## config.mk

```make
export PLATFORM = sky130hd
export DESIGN_NAME = rrip_front
export DESIGN_NICKNAME = d
export VERILOG_FILES = /design/src/design/rrip_pkg.sv /design/src/design/rrip_front.sv
export SDC_FILE = /design/constraint.sdc
export NUM_CORES = 1
export LEC_CHECK = 0
export BUFFER_PORTS_ARGS = -buffer_cell sky130_fd_sc_hd__buf_2
export CAP_MARGIN = 20
export CORE_ASPECT_RATIO = 0.9
export CORE_UTILIZATION = 50
export DETAILED_ROUTE_END_ITERATION = 16
export PLACE_DENSITY = 0.79
export SYNTH_ARGS = -nofsm -noshare
export SYNTH_HDL_FRONTEND = slang
export SYNTH_SLANG_ARGS = --single-unit
```

## constraint.sdc

```tcl
create_clock -name clk -period 10.38 [get_ports clk]
set_input_delay 1.557 -clock clk [delete_from_list [all_inputs] [get_ports clk]]
set_output_delay 1.557 -clock clk [all_outputs]
set_load 0.03 [all_outputs]
```

## src/design/rrip_pkg.sv

```systemverilog
// Shared types, constants and helpers of the RRIP replacement block.
package rrip_pkg;

	localparam int SETS          = 2048;
	localparam int WAYS          = 16;
	localparam int PRED_ENTRIES  = 8192;
	localparam int STRIDE_WINDOW = 32;
	localparam int PHASE_LEN     = 64;

	localparam int SET_W  = $clog2(SETS);
	localparam int WAY_W  = $clog2(WAYS);
	localparam int PRED_W = $clog2(PRED_ENTRIES);
	localparam int WIN_W  = $clog2(STRIDE_WINDOW + 1);
	localparam int REG_W  = $clog2(STRIDE_WINDOW);
	localparam int PH_W   = $clog2(PHASE_LEN);
	localparam int HITS_W = $clog2(PHASE_LEN + 1);
	localparam int ADDR_W = 48;
	localparam int TOT_W  = 24;
	localparam int STR_W  = 49;
	localparam int RRPV_W = 2;
	localparam int ROW_W  = WAYS * RRPV_W;
	localparam int LINE_SPAN = 64;

	// clearing pass covers the larger of sets and predictor entries
	localparam int CLR_N = (PRED_ENTRIES > SETS) ? PRED_ENTRIES : SETS;
	localparam int CLR_W = $clog2(CLR_N);

	localparam logic [RRPV_W-1:0] RRPV_MAX = 2'd3;

	localparam int META_W = ADDR_W + TOT_W + WIN_W + REG_W + PH_W + HITS_W + 1;
	localparam int QDEPTH = 2;

	typedef enum logic [2:0] {
		CFG_REUSE_THR   = 3'd0,
		CFG_STRIDE_LIM  = 3'd1,
		CFG_SPATIAL     = 3'd2,
		CFG_HITS_ON     = 3'd3,
		CFG_HITS_OFF    = 3'd4
	} cfg_idx_t;

	localparam logic CMD_QUERY  = 1'b0;
	localparam logic CMD_UPDATE = 1'b1;

	typedef struct packed {
		logic              cmd;
		logic [SET_W-1:0]  set_idx;
		logic [WAY_W-1:0]  way;
		logic [ADDR_W-1:0] addr;
		logic [PRED_W-1:0] pidx;
		logic              hit;
	} job_t;

	typedef struct packed {
		logic [ADDR_W-1:0] prev_addr;
		logic [TOT_W-1:0]  total;
		logic [WIN_W-1:0]  win;
		logic [REG_W-1:0]  regular;
		logic [PH_W-1:0]   phase_cnt;
		logic [HITS_W-1:0] hits;
		logic              prot;
	} meta_t;

	typedef struct packed {
		logic [1:0]  reuse_thr;
		logic [17:0] stride_lim;
		logic [3:0]  spatial;
		logic [6:0]  hits_on;
		logic [6:0]  hits_off;
	} cfg_t;

	function automatic logic [PRED_W-1:0] pred_hash(input logic [ADDR_W-1:0] pc);
		logic [ADDR_W-1:0] h;
		h = pc ^ (pc >> 2) ^ (pc >> 5);
		return h[PRED_W-1:0];
	endfunction

endpackage

```

## src/design/rrip_front.sv

```systemverilog
// Front end: accepts input words, hashes the PC and queues jobs.
module rrip_front (
	input  logic                      clk,
	input  logic                      arst_n,
	input  logic                      in_valid,
	output logic                      in_stall,
	input  logic                      cmd,
	input  logic [10:0]               set_index,
	input  logic [3:0]                way_index,
	input  logic [47:0]               phys_addr,
	input  logic [47:0]               prog_counter,
	input  logic                      was_hit,
	output logic                      job_valid,
	output rrip_pkg::job_t            job,
	input  logic                      job_take
);
	rrip_pkg::job_t q_q [rrip_pkg::QDEPTH];
	logic [0:0] wr_q, rd_q;
	logic [1:0] cnt_q;
	logic       push;
	rrip_pkg::job_t nj;

	always_comb begin
		nj.cmd     = cmd;
		nj.set_idx = set_index[rrip_pkg::SET_W-1:0];
		nj.way     = way_index;
		nj.addr    = phys_addr;
		nj.pidx    = rrip_pkg::pred_hash(prog_counter);
		nj.hit     = was_hit;
	end

	assign in_stall  = (cnt_q == 2'(rrip_pkg::QDEPTH));
	assign push      = in_valid && !in_stall;
	assign job_valid = (cnt_q != 2'd0);
	assign job       = q_q[rd_q];

	always_ff @(posedge clk) begin
		if (push) q_q[wr_q] <= nj;
	end

	always_ff @(posedge clk or negedge arst_n) begin
		if (!arst_n) begin
			wr_q  <= '0;
			rd_q  <= '0;
			cnt_q <= '0;
		end else begin
			if (push) wr_q <= wr_q + 1'b1;
			if (job_take) rd_q <= rd_q + 1'b1;
			cnt_q <= cnt_q + 2'(push) - 2'(job_take);
		end
	end

	a_no_overflow: assert property (@(posedge clk) disable iff (!arst_n)
		cnt_q <= 2'(rrip_pkg::QDEPTH)) else $error("queue overflow");
	a_take_valid: assert property (@(posedge clk) disable iff (!arst_n)
		job_take |-> job_valid) else $error("take from empty queue");
	a_stall_full: assert property (@(posedge clk) disable iff (!arst_n)
		in_stall |-> job_valid) else $error("stall while empty");
endmodule

```

; Word-level counts from Yosys, hierarchy flattened
; Memory sizes are Yosys's and may differ from the RTL's.
; Cells that the tools add are included.
[classes]
n_bitwise = 2
mux = 2
n_reduce_logical = 3
eq_ne = 1
addsub = 4
[op_table]
columns = operator, n
row1 = $xor A13 B13 Y13, 2
row2 = $add A1 B1 Y1 const B, 2
row3 = $add A2 B1 Y2, 1
row4 = $eq A2 B2 Y1 const B, 1
row5 = $mux W1, 2
row6 = $reduce_bool A2 Y1, 1
row7 = $sub A2 B1 Y2, 1
row8 = $logic_and A1 B1 Y1, 1
row9 = $logic_not A1 Y1, 1
[totals]
ramBits = 156
ff_bits = 4
elab_cells = 16
inputBits = 117
out_inout_bits = 80
mem_count = 1
[memory_table]
columns = name, words, word_bits, read_ports, rd_clocked_by_memory_dff, wr, line_no
row1 = q_q, 2, 78, 1, 0, 1, rrip_front.sv:17  ; rrip_pkg::job_t q_q [rrip_pkg::QDEPTH];

; Longest topological paths before layout
; Gate-level depths: netlist of run 1.
[depth]
word_depth = 5
mapped_depth = 7
depth_no_buf = 7

; Worst setup path before layout of run 1
; Ideal clock, no wire load.
[synth_path]
path_type = input port to flip-flop
start = input in_valid
end = memory q_q[0][0] (netlist name), enable pin
required_time_ps = 9865
t_arrival_ps = 4904
path_buffers = 0
setup_slack_ps = 4961
path_stages = 2
setup_ps = 515
path_cell_list = nand2_1 nor2_1
[synth_between]
elab_chain_len = 3
[synth_lines]
columns = item, line_no
row1 = from (decl), rrip_front.sv:5  ; input logic in_valid,
row2 = $logic_and A1 B1 Y1, rrip_front.sv:33  ; assign push = in_valid && !in_stall;
row3 = $mux W1, rrip_front.sv:38  ; if (push) q_q[wr_q] <= nj;
row4 = $mux W1 (implied by the code), rrip_front.sv:38
row5 = to (decl), rrip_front.sv:17
; Every way passes these cells.

==> results of run 1 <==
-- per-stage QoR --
| stage | util | cells |
|---|---|---|
| finish | 0.661 | 632 |
| global route | 0.661 | 632 |
| CTS | 0.656 | 630 |
| detailed placement | 0.609 | 600 |
| global placement | 0.609 | 600 |
| floorplan | - | 286 |
-- state kept, by name (all words and copies together) (netlist names) --
| name | cells |
|---|---|
| cnt_q | 2 |
| q_q | 156 |
| rd_q | 1 |
| wr_q | 1 |
-- cell type report --
class	instances	area (um2)	share of cell area
Sequential cell	160	4790	0.624
Multi-Input combinational cell	115	1240	0.162
Clock inverter	13	124	0.0161
Tap cell	156	195	0.0254
Clock buffer	17	425	0.0554
Timing Repair Buffer	169	893	0.116
Inverter	2	7.51	0.000978
-- kinds of logic after synthesis --
| family | synth area share |
|---|---|
| adders and majority gates | 0.00411 |
| buffers and inverters | 0.0117 |
| DFF | 0.786 |
| xor gates and xnor gates | 0.0432 |
| and+or+nand+nor | 0.00432 |
| muxes | 0.150 |
-- layer usage --
layer / GRT usage / part of all wire / vias up
li1: - / - / 1461
met1: 0.201 / 0.40 / 1558
met2: 0.283 / 0.51 / 128
met3: 0.0644 / 0.081 / 8
met4: 0.0742 / 0.010 / 0
met5: 0 / 0 / -
-- worst max path at each step --
stage,end
after floorplan,q_q[0][0]
after CTS,job[35]
after detailed placement,job[35]
final,job[35]
after global routing,job[35]
after global placement,job[35]
-- power groups by stage --
stage          Sequential, mW  Clock (mW)  Combinational, mW
6_report                0.947       0.578              0.828
5_1_grt                 0.961       0.614              0.874
4_1_cts                 0.994       0.591              0.779
3_5_place_dp             1.01           0              0.776
3_3_place_gp            0.994           0              0.768
2_1_floorplan           0.939           0              0.640
-- layout by cell type, fill, tap and decap left out, drive strengths merged --
| cell type | instances |
|---|---|
| or2 | 1 |
| buf | 169 |
| xnor2 | 29 |
| dfrtp | 4 |
| and3 | 1 |
| inv | 2 |
| clkbuf | 17 |
| mux2 | 78 |
| bufinv | 2 |
| edfxtp | 156 |
| nand2b | 1 |
| nor2 | 1 |
| clkinv | 9 |
| xor2 | 1 |
| nand2 | 1 |
| ha | 2 |
| clkinvlp | 2 |
==> impl_results.md, run 1 <==
- CTS sink count: 160
- First-pass DRT Iterations: 4
- CP Cell Sequence: buf_16, mux2_2, buf_2
- Setup repair bufs after CTS: 0
- Antenna diodes: 0
- Most common flop cell mapped by yosys: edfxtp_1
- Synthesized cell area: 0.00609 mm2
- Peak per-stage delay on the critical path: approximately 0.66 ns
- Worst path required time: 8.82 ns
- Die area: around 0.013 mm2
- CTS Hold Bufs: 0
- Initial detailed-routing violation count: approximately 180
- Buf+Inv Stages, Crit Path: 2
- Most common cell in the netlist: edfxtp_1
- CP Data Arrival Time: 2.03 ns
- Worst path top cell family by delay: flip-flops
- Crit path time final: between 3 and 4 ns
- Actual slew at the worst max-slew pin: 1.03 ns
- Crit-path slowest cell: dfrtp_4
- Synth area leader: edfxtp_1
- Power Total: 2.35 mW
- Worst-path clk slew: 0.06 ns
- Crit start category: flop
- Dpl cell area: 0.00707 mm2
- Layout area overhead: 26.1%
- Number of global-route vias before repair: 3,182
- Worst path depth: 3
- H-tree Lvls: 4
- Post-route ant nets: 0
- Final Skew: 0.00644 ns
- Setup TNS: 0 ns
- Sw Pwr: about 820 uW
- Routed WL: 10,400 um
- Cell variety after synth: 15
- PwrDens: 306 mW/mm2
- Avg WL per Cell: 16.5 um
- Grt ovf: 0
- Worst hold-check path type: reg2reg
- Worst R2R End: q_q[0][24]
- Core box area: 0.0116 mm2
- I/O pin count: 197
- Register area share after synthesis: 0.786
- Initial Util: 0.524
- Status: finished clean
- Worst setup path category: reg2out
- Final hold vios: 0
- Residual DRC: 0
- WHS Endpoint: cnt_q[1]
- Placement row count: 37
- Largest net degree at the start of global routing: 80
- Final net count: ~580
- Cell count after synthesis: approximately 290
- CTS buffer count: 17
- Die H: 107 um
- Post-synth net total: a little over 400
- Hold slack: 0.500 ns
- Fmax: 279 MHz
- Int Pwr: between 1.5 and 2 mW
- Critical path capture point type: output pin
- Antenna violations before repair: 0
- CP Launch Point: rd_q
- Share of cells above drive strength 1: 0.584
- CTS-repair resized insts: 0
- Die width: 118 um
- Setup slack, reg-to-reg: 8.39 ns
- Port bufs: 166
- Hold-critical path depth: 1
- Seq cells post-synth: 160
- Worst slew margin: 0.312
- Worst R2R Path Depth: 4
- Combinational Power Share: 0.352
- Final GP Congestion: 0.728
- Synth top area cells: edfxtp_1 (77%), mux2_2 (13%), xnor2_1 (4.2%)
- Post-synth ARST share: 0.0250
- Clock power share: 0.246
- CTS Buffer Depth: 2
- Layout fillers: 835
- Commonest cells post-synth: edfxtp_1 (156), mux2_2 (68), xnor2_1 (29)
- Total track usage: 0.171
- Final setup fails: 0
- Root Driver: clkbuf_16
- Tcrit/Tclk final: 0.345
- Final instance area: 0.00768 mm2
- Max VDD drop: between 0.15 and 0.2 mV
- Syn avg cell area: around 21 um2
- Via density: 4.99
- Syn. warnings: 0
- Share of the synthesized area in the top cell type: 0.770
- CTS tree: done
- Hpwl dp: 6590 um
- Post-synth EDFFs: 156
- RSZ-0062 raised after global routing: false
- Power share of the sequential group: 0.402
- Max FO, Critical Path: 57
- Skew-Pair Late Insertion Delay: between 0.4 and 0.5 ns
- Worst r2r src: cnt_q[1]
- Leak Pwr: 2.90 nW
- Post-Place Setup Slack: 7.01 ns
- MaxCap Viol Count: 0
- Slew Viols, Final: 0
- DR vias: around 3,200
- Setup WS post-layout: 6.79 ns
- Global-route wire length before repair: 15,900 um
- Hold path start: cnt_q[1]
- Sw frac: 0.347
No activity file was read; power rests on OpenSTA's default activity.
==> run 2: changes to the inputs <==
clock period = 3.7 ns   (was 10.38 ns; I/O delays follow)
==> run 2 against run 1 <==
Cell count increased by 0.63%. Combinational power increased to 2.8 times the previous value. First-iteration DRC count increased by 2.2%. Global-route usage increased by 0.15 points. Final area increased by 0.59%. Sequential cell count unchanged. Critical path depth unchanged. Wire length increased by 0.19%. Utilization increased by 0.39 points. Largest cell class unchanged. Largest power group unchanged.
==> impl_results.md, run 2 (same netlist as run 1, synthesis figures left out) <==
- Layout area overhead: 26.9%
- Hpwl dp: 6620 um
- Final setup fails: 0
- Slew Viols, Final: 0
- Post-route ant nets: 0
- Most frequent cells in the layout: buf_2 (166), edfxtp_1 (156), mux2_2 (68)
- Skew-Pair Late Insertion Delay: between 0.4 and 0.5 ns
- Max FO, Critical Path: 46
- Die area: about 0.013 mm2
- PwrDens: a little under 900 mW/mm2
- Placement row count: 37
- I/O pin count: 197
- First-pass DRT Iterations: 4
- Critical path capture point type: output pin
- Worst setup path category: reg2out
- WL met3: 819 um
- Placed insts: 602
- Final instance area: 0.00772 mm2
- Worst hold-check path type: in2reg
- Die H: 107 um
- Leak Pwr: 2.92 nW
- Tcrit/Tclk final: 0.713
- Worst-path clk slew: around 0.070 ns
- Grt ovf: 0
- Top flop regs: q_q: 156 flops, cnt_q: 2 flops
- Routed WL: between 10,000 and 15,000 um
- CTS Buffer Depth: 2
- CP Data Arrival Time: around 2.1 ns
- Largest net degree at the start of global routing: just under 80
- RSZ-0062 raised after global routing: false
- DR top layer: met4
- Actual slew at the worst max-slew pin: 0.554 ns
- DR vias: 3,156
- Biggest register: q_q
- MaxCap Viol Count: 0
- Dpl cell area: 0.00710 mm2
- Antenna violations before repair: 0
- Final hold vios: 0
- Final Skew: about 0.0064 ns
- Global-route wire length before repair: 16,000 um
- Setup repair bufs after CTS: 0
- Final GP Congestion: 0.693
- Total track usage: 0.173
- Share of cells above drive strength 1: 0.588
- Fmax: 379 MHz
- Avg WL per Cell: between 15 and 20 um
- Residual DRC: 0
- Max VDD drop: 0.534 mV
- Setup TNS: 0 ns
- Initial Util: 0.524
- Max reg flops: 156
- CTS tree: done
- Final net count: 586
- Wl on met1: around 4200 um
- CTS sink count: 160
- Status: finished clean
- Met2 wire len: 5380 um
- Initial detailed-routing violation count: 186
- Number of global-route vias before repair: 3,244
- Die width: 118 um
- Root Driver: clkbuf_16
- CTS-repair resized insts: 0
- Post-Layout Cell Count: 636
- Via density: ~5.0
- Core box area: 0.0116 mm2
- Worst slew margin: 0.631
- Antenna diodes: 0
- CTS buffer count: 17
- Layout fillers: 824
- Crit start category: flop
- H-tree Lvls: 4
- Port bufs: 166
- Crit path time final: 2.64 ns
- Worst path required time: 3.14 ns
- Most common cell after layout, fill and taps aside: buf_2
[run 2: changes by cell type in the layout (fill, tap and decap cells not counted), sizes merged]
cell         before  now
dlygate4sd3       0    1
clkinvlp          2    3
buf             169  170
clkinv            9    4
clkbuf           17   18
inv               2    7
[run 2: final cells by class]
class	instances	area [um2]	share of cell area
Clock buffer	18	429	0.0556
Sequential cell	160	4790	0.620
Inverter	2	7.51	0.000972
Multi-Input combinational cell	115	1240	0.161
Tap cell	156	195	0.0253
Timing Repair Buffer	171	903	0.117
Clock inverter	14	155	0.0201
[run 2: layer usage]
layer,track usage,up-vias
met2,0.292,123
met3,0.0665,6
met1,0.203,1554
met4,0.0577,0
li1,-,1473
met5,0,-
[run 2: path summary, 6_finish.rpt]
check | startpoint | endpoint | slack [ns] | depth (start not counted)
setup / recovery | rd_q | job[24] | 1.06 | 3
hold / removal | phys_addr[8] | q_q[0][22] | 0.33 | 1
setup reg to reg | cnt_q[0] | q_q[0][19] | 2.06 | 4
hold reg to reg | cnt_q[1] | cnt_q[1] | 0.49 | 1
max in group asynchronous | arst_n | rd_q | 3.06 | 2
min in group asynchronous | arst_n | cnt_q[1] | 0.50 | 2
[run 2: timing repair]
action	in CTS	in global routing
setup endpoints to repair	0	0
hold buffers	1	0
hold endpoints to repair	4	0
[run 2: metrics by stage]
stage                     setup WS [ns]  utilization  hold slack [ns]  power, mW
after detailed placement           1.47        0.611            0.364       5.02
after global routing              0.960        0.664            0.300       6.96
final                              1.06        0.664            0.328       6.69
after floorplan                   0.591            -            0.259       4.42
after CTS                          1.00        0.662            0.306       6.74
after global placement             1.48        0.611            0.360       4.96
[run 2: critical path, stage by stage (launching register included)]
cell and delay, ns:
dfrtp_4 0.73, buf_12 0.34, mux2_2 0.38, buf_2 0.18
[run 2: power breakdown]
group,switching [mW],internal (mW)
Combinational,1.47,0.836
Sequential,0.174,2.50
Clock,0.704,1.00
Total,2.35,4.34
