[src/design/rrip_pkg.sv]
// Shared types, constants and helpers of the RRIP replacement block.
package rrip_pkg;

	localparam int SETS          = 2048;
	localparam int WAYS          = 16;
	localparam int PRED_ENTRIES  = 8192;
	localparam int STRIDE_WINDOW = 32;
	localparam int PHASE_LEN     = 64;

	localparam int SET_W  = $clog2(SETS);
	localparam int WAY_W  = $clog2(WAYS);
	localparam int PRED_W = $clog2(PRED_ENTRIES);
	localparam int WIN_W  = $clog2(STRIDE_WINDOW + 1);
	localparam int REG_W  = $clog2(STRIDE_WINDOW);
	localparam int PH_W   = $clog2(PHASE_LEN);
	localparam int HITS_W = $clog2(PHASE_LEN + 1);
	localparam int ADDR_W = 48;
	localparam int TOT_W  = 24;
	localparam int STR_W  = 49;
	localparam int RRPV_W = 2;
	localparam int ROW_W  = WAYS * RRPV_W;
	localparam int LINE_SPAN = 64;

	// clearing pass covers the larger of sets and predictor entries
	localparam int CLR_N = (PRED_ENTRIES > SETS) ? PRED_ENTRIES : SETS;
	localparam int CLR_W = $clog2(CLR_N);

	localparam logic [RRPV_W-1:0] RRPV_MAX = 2'd3;

	localparam int META_W = ADDR_W + TOT_W + WIN_W + REG_W + PH_W + HITS_W + 1;
	localparam int QDEPTH = 2;

	typedef enum logic [2:0] {
		CFG_REUSE_THR   = 3'd0,
		CFG_STRIDE_LIM  = 3'd1,
		CFG_SPATIAL     = 3'd2,
		CFG_HITS_ON     = 3'd3,
		CFG_HITS_OFF    = 3'd4
	} cfg_idx_t;

	localparam logic CMD_QUERY  = 1'b0;
	localparam logic CMD_UPDATE = 1'b1;

	typedef struct packed {
		logic              cmd;
		logic [SET_W-1:0]  set_idx;
		logic [WAY_W-1:0]  way;
		logic [ADDR_W-1:0] addr;
		logic [PRED_W-1:0] pidx;
		logic              hit;
	} job_t;

	typedef struct packed {
		logic [ADDR_W-1:0] prev_addr;
		logic [TOT_W-1:0]  total;
		logic [WIN_W-1:0]  win;
		logic [REG_W-1:0]  regular;
		logic [PH_W-1:0]   phase_cnt;
		logic [HITS_W-1:0] hits;
		logic              prot;
	} meta_t;

	typedef struct packed {
		logic [1:0]  reuse_thr;
		logic [17:0] stride_lim;
		logic [3:0]  spatial;
		logic [6:0]  hits_on;
		logic [6:0]  hits_off;
	} cfg_t;

	function automatic logic [PRED_W-1:0] pred_hash(input logic [ADDR_W-1:0] pc);
		logic [ADDR_W-1:0] h;
		h = pc ^ (pc >> 2) ^ (pc >> 5);
		return h[PRED_W-1:0];
	endfunction

endpackage

[src/design/rrip_cfg.sv]
// Configuration register file.
module rrip_cfg (
	input  logic           clk,
	input  logic           arst_n,
	input  logic           cfg_valid,
	output logic           cfg_ready,
	input  logic [2:0]     cfg_index,
	input  logic [17:0]    cfg_data,
	output rrip_pkg::cfg_t cfg
);
	rrip_pkg::cfg_t cfg_q;
	assign cfg_ready = 1'b1;
	assign cfg = cfg_q;

	always_ff @(posedge clk or negedge arst_n) begin
		if (!arst_n) begin
			cfg_q.reuse_thr  <= 2'd2;
			cfg_q.stride_lim <= 18'd131072;
			cfg_q.spatial    <= 4'd7;
			cfg_q.hits_on    <= 7'd25;
			cfg_q.hits_off   <= 7'd10;
		end else if (cfg_valid) begin
			unique case (cfg_index)
				rrip_pkg::CFG_REUSE_THR:  cfg_q.reuse_thr  <= cfg_data[1:0];
				rrip_pkg::CFG_STRIDE_LIM: cfg_q.stride_lim <= cfg_data;
				rrip_pkg::CFG_SPATIAL:    cfg_q.spatial    <= cfg_data[3:0];
				rrip_pkg::CFG_HITS_ON:    cfg_q.hits_on    <= cfg_data[6:0];
				rrip_pkg::CFG_HITS_OFF:   cfg_q.hits_off   <= cfg_data[6:0];
				default: ;
			endcase
		end
	end
endmodule

[config.mk]
export PLATFORM = sky130hd
export DESIGN_NAME = rrip_cfg
export DESIGN_NICKNAME = d
export VERILOG_FILES = /design/src/design/rrip_pkg.sv /design/src/design/rrip_cfg.sv
export SDC_FILE = /design/constraint.sdc
export NUM_CORES = 1
export LEC_CHECK = 0
export BUFFER_PORTS_ARGS = -buffer_cell sky130_fd_sc_hd__clkbuf_2
export CORE_ASPECT_RATIO = 0.7
export CORE_MARGIN = 4
export CORE_UTILIZATION = 49
export CTS_BUF_LIST = sky130_fd_sc_hd__clkbuf_8
export DETAILED_ROUTE_END_ITERATION = 12
export GPL_TIMING_DRIVEN = 0
export PLACE_DENSITY_LB_ADDON = 0.12
export RECOVER_POWER = 50
export SYNTH_ARGS = -nofsm -noshare
export SYNTH_HDL_FRONTEND = slang
export SYNTH_SLANG_ARGS = --single-unit
export TNS_END_PERCENT = 50
[constraint.sdc]
create_clock -name clk -period 0.83 [get_ports clk]
set_input_delay 0.0415 -clock clk [delete_from_list [all_inputs] [get_ports clk]]
set_output_delay 0.0415 -clock clk [all_outputs]
set_load 0.02 [all_outputs]
Yosys cells after proc, flatten, opt, wreduce, memory -nomap -nowiden
Index checks and enable logic that the tools add are counted.

Register bits: 38. Input port bits: 24. Output and inout bits: 39. Logic and storage cells: 15.

Reduce and logical (&&, ||, !) cells: 6. Eq/ne operators: 4.

Operators by type and width (number): 2-bit AND reduction (5); 3-bit by 2-bit equality test with 1-bit output (second input constant) (2); 3-bit by 1-bit equality test with 1-bit output (second input constant) (1); 3-bit equality test (second input constant) (1); 3-bit zero test (1).

Depth between registers and ports, before layout
Gate-level depths: netlist of the first run.

Word-level depth: 2. Depth in mapped cells: 4.

Least setup slack after synthesis of the first run
No wires, ideal clock.

Path type: input port to flip-flop. Start: input cfg_index[2]. End: register cfg_q (netlist bit cfg[18]). Data arrival time: 0.892 ns. Stages: 4. Slack: -0.187 ns. Data required time: 0.705 ns. Cells stage by stage: and4bb_1 -> buf_6 -> buf_6 -> mux2_4.

Word-level cells in the longest chain between the ends: 2.

Ends and longest elaborated chain: start, declared (line rrip_cfg.sv:7) `input logic [2:0] cfg_index,`; 3-bit by 1-bit equality test with 1-bit output (line rrip_cfg.sv:23) `unique case (cfg_index)`; 2-bit AND reduction (no line); end, declared (line rrip_cfg.sv:11) `rrip_pkg::cfg_t cfg_q;`.

Every way passes these cells. A chain may end at the register's enable or synchronous reset.

Worst setup path in the final report of the first run
Start: register cfg_q (netlist bit cfg[15]). End: output cfg[15] in the netlist's numbering.

RTL lines: end, declared (line rrip_cfg.sv:9) `output rrip_pkg::cfg_t cfg`.

No word-level cell between the ends.

==> results of run 1 <==
-- cells by family (layout without fill, tap and decap cells) --
logic type	Yosys count	count (layout)
muxes	38	38
DFF	38	38
and+or+nand+nor	5	5
buffers and inverters	4	93
other	1	1
-- cell usage after synthesis --
| master | count | area [um^2] |
|---|---|---|
| dfrtp_1 | 28 | 701 |
| nand4b_1 | 1 | 8.76 |
| buf_4 | 1 | 7.51 |
| dfstp_2 | 10 | 263 |
| and4bb_1 | 2 | 25.0 |
| conb_1 | 1 | 3.75 |
| mux2_4 | 10 | 150 |
| buf_6 | 2 | 22.5 |
| mux2_2 | 28 | 315 |
| nor4b_1 | 1 | 8.76 |
| buf_2 | 1 | 5.00 |
| nor4bb_1 | 1 | 10.0 |
-- area by class of cell --
class                      instances  area (um^2)  share of cell area (%)
buffer                             4         46.3                    1.90
clock buffer                       6         82.6                    3.39
clock inverter                     2         8.76                   0.359
tap                               36         45.0                    1.85
sequential                        38          963                    39.5
multi-input combinational         44          576                    23.6
timing repair buffer              81          717                    29.4
-- final timing paths --
check,from,endpoint,slack (ns),cells after the start
setup / recovery,cfg[15],cfg[15],-0.17,1
hold / removal,arst_n,cfg[32],-0.12,1
setup reg to reg,cfg[35],cfg[35],0,2
hold reg to reg,cfg[4],cfg[4],0.51,1
max in group asynchronous,arst_n,cfg[0],0.38,1
min in group clk,cfg_data[4],cfg[22],0.02,2
-- worst reg2reg max path: stages, from the launching register on --
cell     delay (ns)
dfstp_2        0.38
buf_4          0.12
mux2_4         0.26
-- metrics by stage --
step | power [mW] | worst slack (ns)
floorplan | 3.58 | -0.174
global placement | 4.14 | -0.353
detailed placement | 4.20 | -0.413
CTS | 5.82 | -0.202
global route | 6.27 | -0.203
finish | 6.02 | -0.173
-- metal layers --
metal | share of wire (%) | up-vias
li1 | - | 480
met1 | 40 | 545
met2 | 54 | 39
met3 | 6.0 | 4
met4 | 0.75 | 0
met5 | 0 | -
-- report_power, final --
part / leakage [nW] / internal, mW / switching [mW]
Sequential: 0.441 / 2.34 / 0.304
Clock: 0.0524 / 0.658 / 0.635
Combinational: 0.677 / 1.13 / 0.951
Total: 1.17 / 4.13 / 1.89
-- what timing repair did --
action	CTS	global route
pin swaps	1	2
endpoints found under the hold margin	39	28
buffers inserted	6	2
gates resized for setup	31	56
setup endpoints to repair	56	61
gates cloned	1	0
==> flow_summary.json, run 1 <==
{
  "vias_per_cell": 5.06,
  "hold_viol": 28,
  "fmax_mhz": 997,
  "synth_area_per_cell_um2": 17.7,
  "placed_area_um2": 1890,
  "maxSlewViolCount": 0,
  "rsz0062_at_grt": "yes",
  "drv_cap": 0,
  "cp_max_fo": 2,
  "cp.required_ns": 0.79,
  "violations": "negative hold slack, negative setup slack",
  "place_inst": 183,
  "cts_root_buffer": "clkbuf_8",
  "setup_slack_ns": -0.173,
  "fin_area_um2": 2440,
  "grt_pass1_wl_um": 5620,
  "antenna_found_initial": 0,
  "rows": 16,
  "clock-skew-final_ns": 0,
  "gr-usage-met3_pct": 6.97,
  "die-area_um2": 4070,
  "yosysSeqAreaShare_pct": 63.4,
  "vias": 1068,
  "path_buf_inv": 1,
  "final_common_cell": "dfrtp_1",
  "crit_chain": "buf_8",
  "drtIter0Drc": 19,
  "period_share_pct": 121,
  "synth-simple-area-share_pct": 3.46,
  "start_util_pct": 52.7,
  "hpwl_um": 2240,
  "slowest_delay_ns": 0.56,
  "track_usage_pct": 19.8,
  "fp.dieW_um": 74.6,
  "numPortBuffers": 61,
  "h-tree-depth": 2,
  "outcome": "finished, violations left",
  "fin_nets": 198,
  "grt_pass1_vias": 1130,
  "synth_cell_types": 12,
  "diodes": 0,
  "clock_latency_ns": 0.28,
  "numCtsBuffers": 5,
  "grtUsageMet1_pct": 23.4,
  "holdWs_ns": -0.122,
  "drtPass1Iterations": 4,
  "synthesis.nets": 110,
  "p_leak_nw": 1.17,
  "tightest_slew_ns": 0.918,
  "path_class": "reg -> out",
  "cp_top_family": "flip-flops",
  "die_h_um": 54.6,
  "ant_nets": 0,
  "finalSetupTns_ns": -4.12,
  "gr-max-usage-layer": "met2",
  "drt-total-wl_um": 4160,
  "ys_ff_latch": 38,
  "cts_sinks": 38,
  "wl_per_cell_um": 19.7,
  "synth-xor-area-share_pct": 0,
  "relSlewSlack_pct": 38.8,
  "fin_cells": 211,
  "cts.path.max_buffers": 2,
  "setup_viol": 63,
  "drc_errors": 0,
  "area_delta_synth_final_pct": 60.4,
  "drive_above_1_share_pct": 74.9,
  "vdd_drop_max_mv": 1.99,
  "synth_top_family_by_area": "multiplexers",
  "largest_reg_flops": 38,
  "muxShareOfSynthArea_pct": 30.6,
  "nFillCells": 140,
  "syn_area_um2": 1520,
  "synth_compound_area_share_pct": 0,
  "overflow": 0,
  "gr-usage-met2_pct": 34.1,
  "hp-class": "in -> async",
  "io_pins": 63,
  "cellPowerDensity_nw_per_um2": 2470,
  "final_util_pct": 84.6,
  "cp.arrival_ns": 0.96,
  "synthAdderAreaFrac_pct": 0,
  "syn-instance-count": 86,
  "path_clk_slew_ns": 0.07,
  "yosysWarningCount": 0,
  "grt_max_degree": 39,
  "cp-end-kind": "output pin",
  "cts_tree": "yes",
  "place.gp.congestion": 0.638,
  "cts_hold_buf": 11,
  "cpMaxStageDelayCell": "dfstp_2",
  "worstSetupStartpointType": "flip-flop",
  "core_area_um2": 2880,
  "final_cell_mix": "dfrtp_1, clkbuf_2, mux2_4",
  "fin_crit_ns": 1.00
}
Power figures use the tool's default switching activity.
==> run 2, diff against run 1 <==
--- a/config.mk
+++ b/config.mk
@@ -8,7 +8,7 @@
 export BUFFER_PORTS_ARGS = -buffer_cell sky130_fd_sc_hd__clkbuf_2
 export CORE_ASPECT_RATIO = 0.7
 export CORE_MARGIN = 4
-export CORE_UTILIZATION = 49
+export CORE_UTILIZATION = 44
 export CTS_BUF_LIST = sky130_fd_sc_hd__clkbuf_8
 export DETAILED_ROUTE_END_ITERATION = 12
 export GPL_TIMING_DRIVEN = 0
==> constraint.sdc (replaced) <==
create_clock -name clk -period 0.8 [get_ports clk]
set_input_delay 0.04 -clock clk [delete_from_list [all_inputs] [get_ports clk]]
set_output_delay 0.04 -clock clk [all_outputs]
set_load 0.02 [all_outputs]
==> run 2 against run 1 <==
Net effect:
- the run still ends with negative hold slack, negative setup slack left
- die area increased by 9.9%
- sequential power increased by 4%
- critical path type unchanged
- critical path depth unchanged
- sequential share of layout area decreased by 2.8 points
- non-clock buffer count increased by 9
- clock skew unchanged
- global-route usage decreased by 1.9 points
- utilization decreased by 3.4 points
- clock-buffer cell count decreased by 1
==> flow_summary.json, run 2 (synthesized netlist as in run 1, its figures left out) <==
{
  "dr.max_layer_used": "met4",
  "worstSetupStartpointType": "flip-flop",
  "grt_max_degree": 39,
  "rsz0062_at_grt": "yes",
  "period_share_pct": 127,
  "place_inst": 194,
  "wl_per_cell_um": 16.8,
  "p_leak_nw": 1.24,
  "die_h_um": 57.2,
  "place.gp.congestion": 0.674,
  "crit_chain": "buf_8",
  "p_sw_share_pct": 29.7,
  "final_cell_mix": "dfrtp_1, buf_6, clkbuf_2",
  "setup_viol": 56,
  "hp-class": "in -> async",
  "clock-skew-final_ns": 0,
  "seqPwrFrac_pct": 40.3,
  "fin_nets": 207,
  "rows": 17,
  "relSlewSlack_pct": 38.7,
  "path_class": "reg -> out",
  "hold_viol": 28,
  "drtIter0Drc": 25,
  "cp-end-kind": "output pin",
  "path_clk_slew_ns": 0.08,
  "die-area_um2": 4470,
  "outcome": "finished, violations left",
  "io_pins": 63,
  "antenna_found_initial": 0,
  "clock_latency_ns": 0.29,
  "cp.arrival_ns": 0.98,
  "vdd_drop_max_mv": 1.75,
  "cts_root_buffer": "clkbuf_8",
  "cts.path.max_buffers": 2,
  "overflow": 0,
  "finalSetupTns_ns": -5.09,
  "p_total_mw": 6.85,
  "path_buf_inv": 1,
  "p_comb_share_pct": 35.8,
  "holdWs_ns": -0.135,
  "drt-total-wl_um": 3880,
  "h-tree-depth": 2,
  "ant_nets": 0,
  "final_common_cell": "dfrtp_1",
  "drv_cap": 0,
  "cp.required_ns": 0.76,
  "maxSlewViolCount": 0,
  "cellInternalPower_mw": 4.81,
  "clock_power_share_pct": 23.9,
  "cpMaxStageDelayCell": "dfstp_2",
  "fin_crit_ns": 1.02,
  "cp_top_family": "flip-flops",
  "worstReg2RegEnd": "cfg[25]",
  "fin_cells": 231,
  "slowest_delay_ns": 0.56,
  "reg2reg_from": "cfg[25]",
  "vias_per_cell": 4.77,
  "ff2ff_setup_slack_ns": -0.12,
  "drtPass1Iterations": 4,
  "cellPowerDensity_nw_per_um2": 2610,
  "numPortBuffers": 61,
  "worstRegToRegCells": 2,
  "tightest_slew_ns": 0.920,
  "grt_pass1_vias": 1188,
  "drive_above_1_share_pct": 76.1,
  "track_usage_pct": 17.9,
  "area_delta_synth_final_pct": 72.7,
  "fmax_mhz": 985,
  "numCtsBuffers": 5,
  "diodes": 0,
  "cts_tree": "yes",
  "fp.dieW_um": 78.3,
  "route.met2.wl_um": 2150,
  "cp_max_fo": 2,
  "start_util_pct": 47.0,
  "route.met3.wl_um": 208,
  "largest_reg_flops": 38,
  "setup_slack_ns": -0.215,
  "hpwl_um": 2220,
  "vias": 1101,
  "core_area_um2": 3230,
  "grt_pass1_wl_um": 5870,
  "switchingPower_mw": 2.03,
  "wl_met1_um": 1470,
  "drc_errors": 0,
  "cts_sinks": 38,
  "violations": "negative hold slack, negative setup slack"
}
[run 2: changes by cell type in the layout (fill, tap and decap cells not counted), sizes merged]
cell         delta
bufinv          +1
clkinv          -1
dlygate4sd3     +2
inv             -1
clkbuf          -3
buf             +9
clkinvlp        +2
[run 2: worst register-to-register path, stage by stage (launching register included)]
cell and delay, ns:
dfrtp_1 0.41, buf_4 0.14, mux2_4 0.25
[run 2: area by class of cell]
class	count	area [um^2]
Sequential cell	38	965
Timing Repair Buffer	90	852
Fill cell	188	608
Multi-Input combinational cell	44	586
Clock buffer	5	68.8
Tap cell	47	58.8
Buffer	4	50.0
Clock inverter	3	45.0
[run 2: repair_timing]
action | CTS | global route
buffers inserted | 7 | 8
resized for setup | 26 | 90
endpoints found under the hold margin | 39 | 30
pin swaps | 3 | 0
endpoints found under the setup margin | 62 | 61
hold buffers | 11 | 2
gates cloned | 1 | 0
[run 2: how the worst max path moves through the flow]
stage / from / end / slack [ns] / cells after the start
2_1_floorplan: cfg_index[2] / cfg[18] / -0.20 / 4
5_1_grt: cfg[10] / cfg[10] / -0.25 / 1
3_3_place_gp: cfg_index[2] / cfg[18] / -0.42 / 5
4_1_cts: cfg[3] / cfg[3] / -0.22 / 1
3_5_place_dp: cfg_index[2] / cfg[20] / -0.42 / 5
6_report: cfg[10] / cfg[10] / -0.22 / 1
[run 2: power groups by stage]
stage / Sequential (mW) / Combinational (mW) / Clock (mW)
2_1_floorplan: 3.21 / 0.518 / 0
3_3_place_gp: 2.66 / 1.66 / 0
3_5_place_dp: 2.68 / 1.69 / 0
4_1_cts: 2.67 / 1.95 / 1.66
5_1_grt: 2.81 / 2.58 / 1.77
6_report: 2.76 / 2.45 / 1.63
[run 2: stage by stage]
step | cell area [um^2] | worst slack [ns] | hold WS [ns] | util [%]
after floorplan | 1560 | -0.202 | -0.256 | -
after global placement | 1930 | -0.415 | 0.202 | 59.6
after detailed placement | 1930 | -0.423 | 0.218 | 59.6
after CTS | 2360 | -0.220 | -0.0995 | 72.9
after global routing | 2630 | -0.251 | -0.0772 | 81.2
final | 2630 | -0.215 | -0.135 | 81.2
[run 2: per-layer routing]
metal | vias to the layer above | global-route usage, %
li1 | 500 | -
met1 | 558 | 20.1
met2 | 37 | 30.6
met3 | 6 | 7.41
met4 | 0 | 6.73
met5 | - | 0
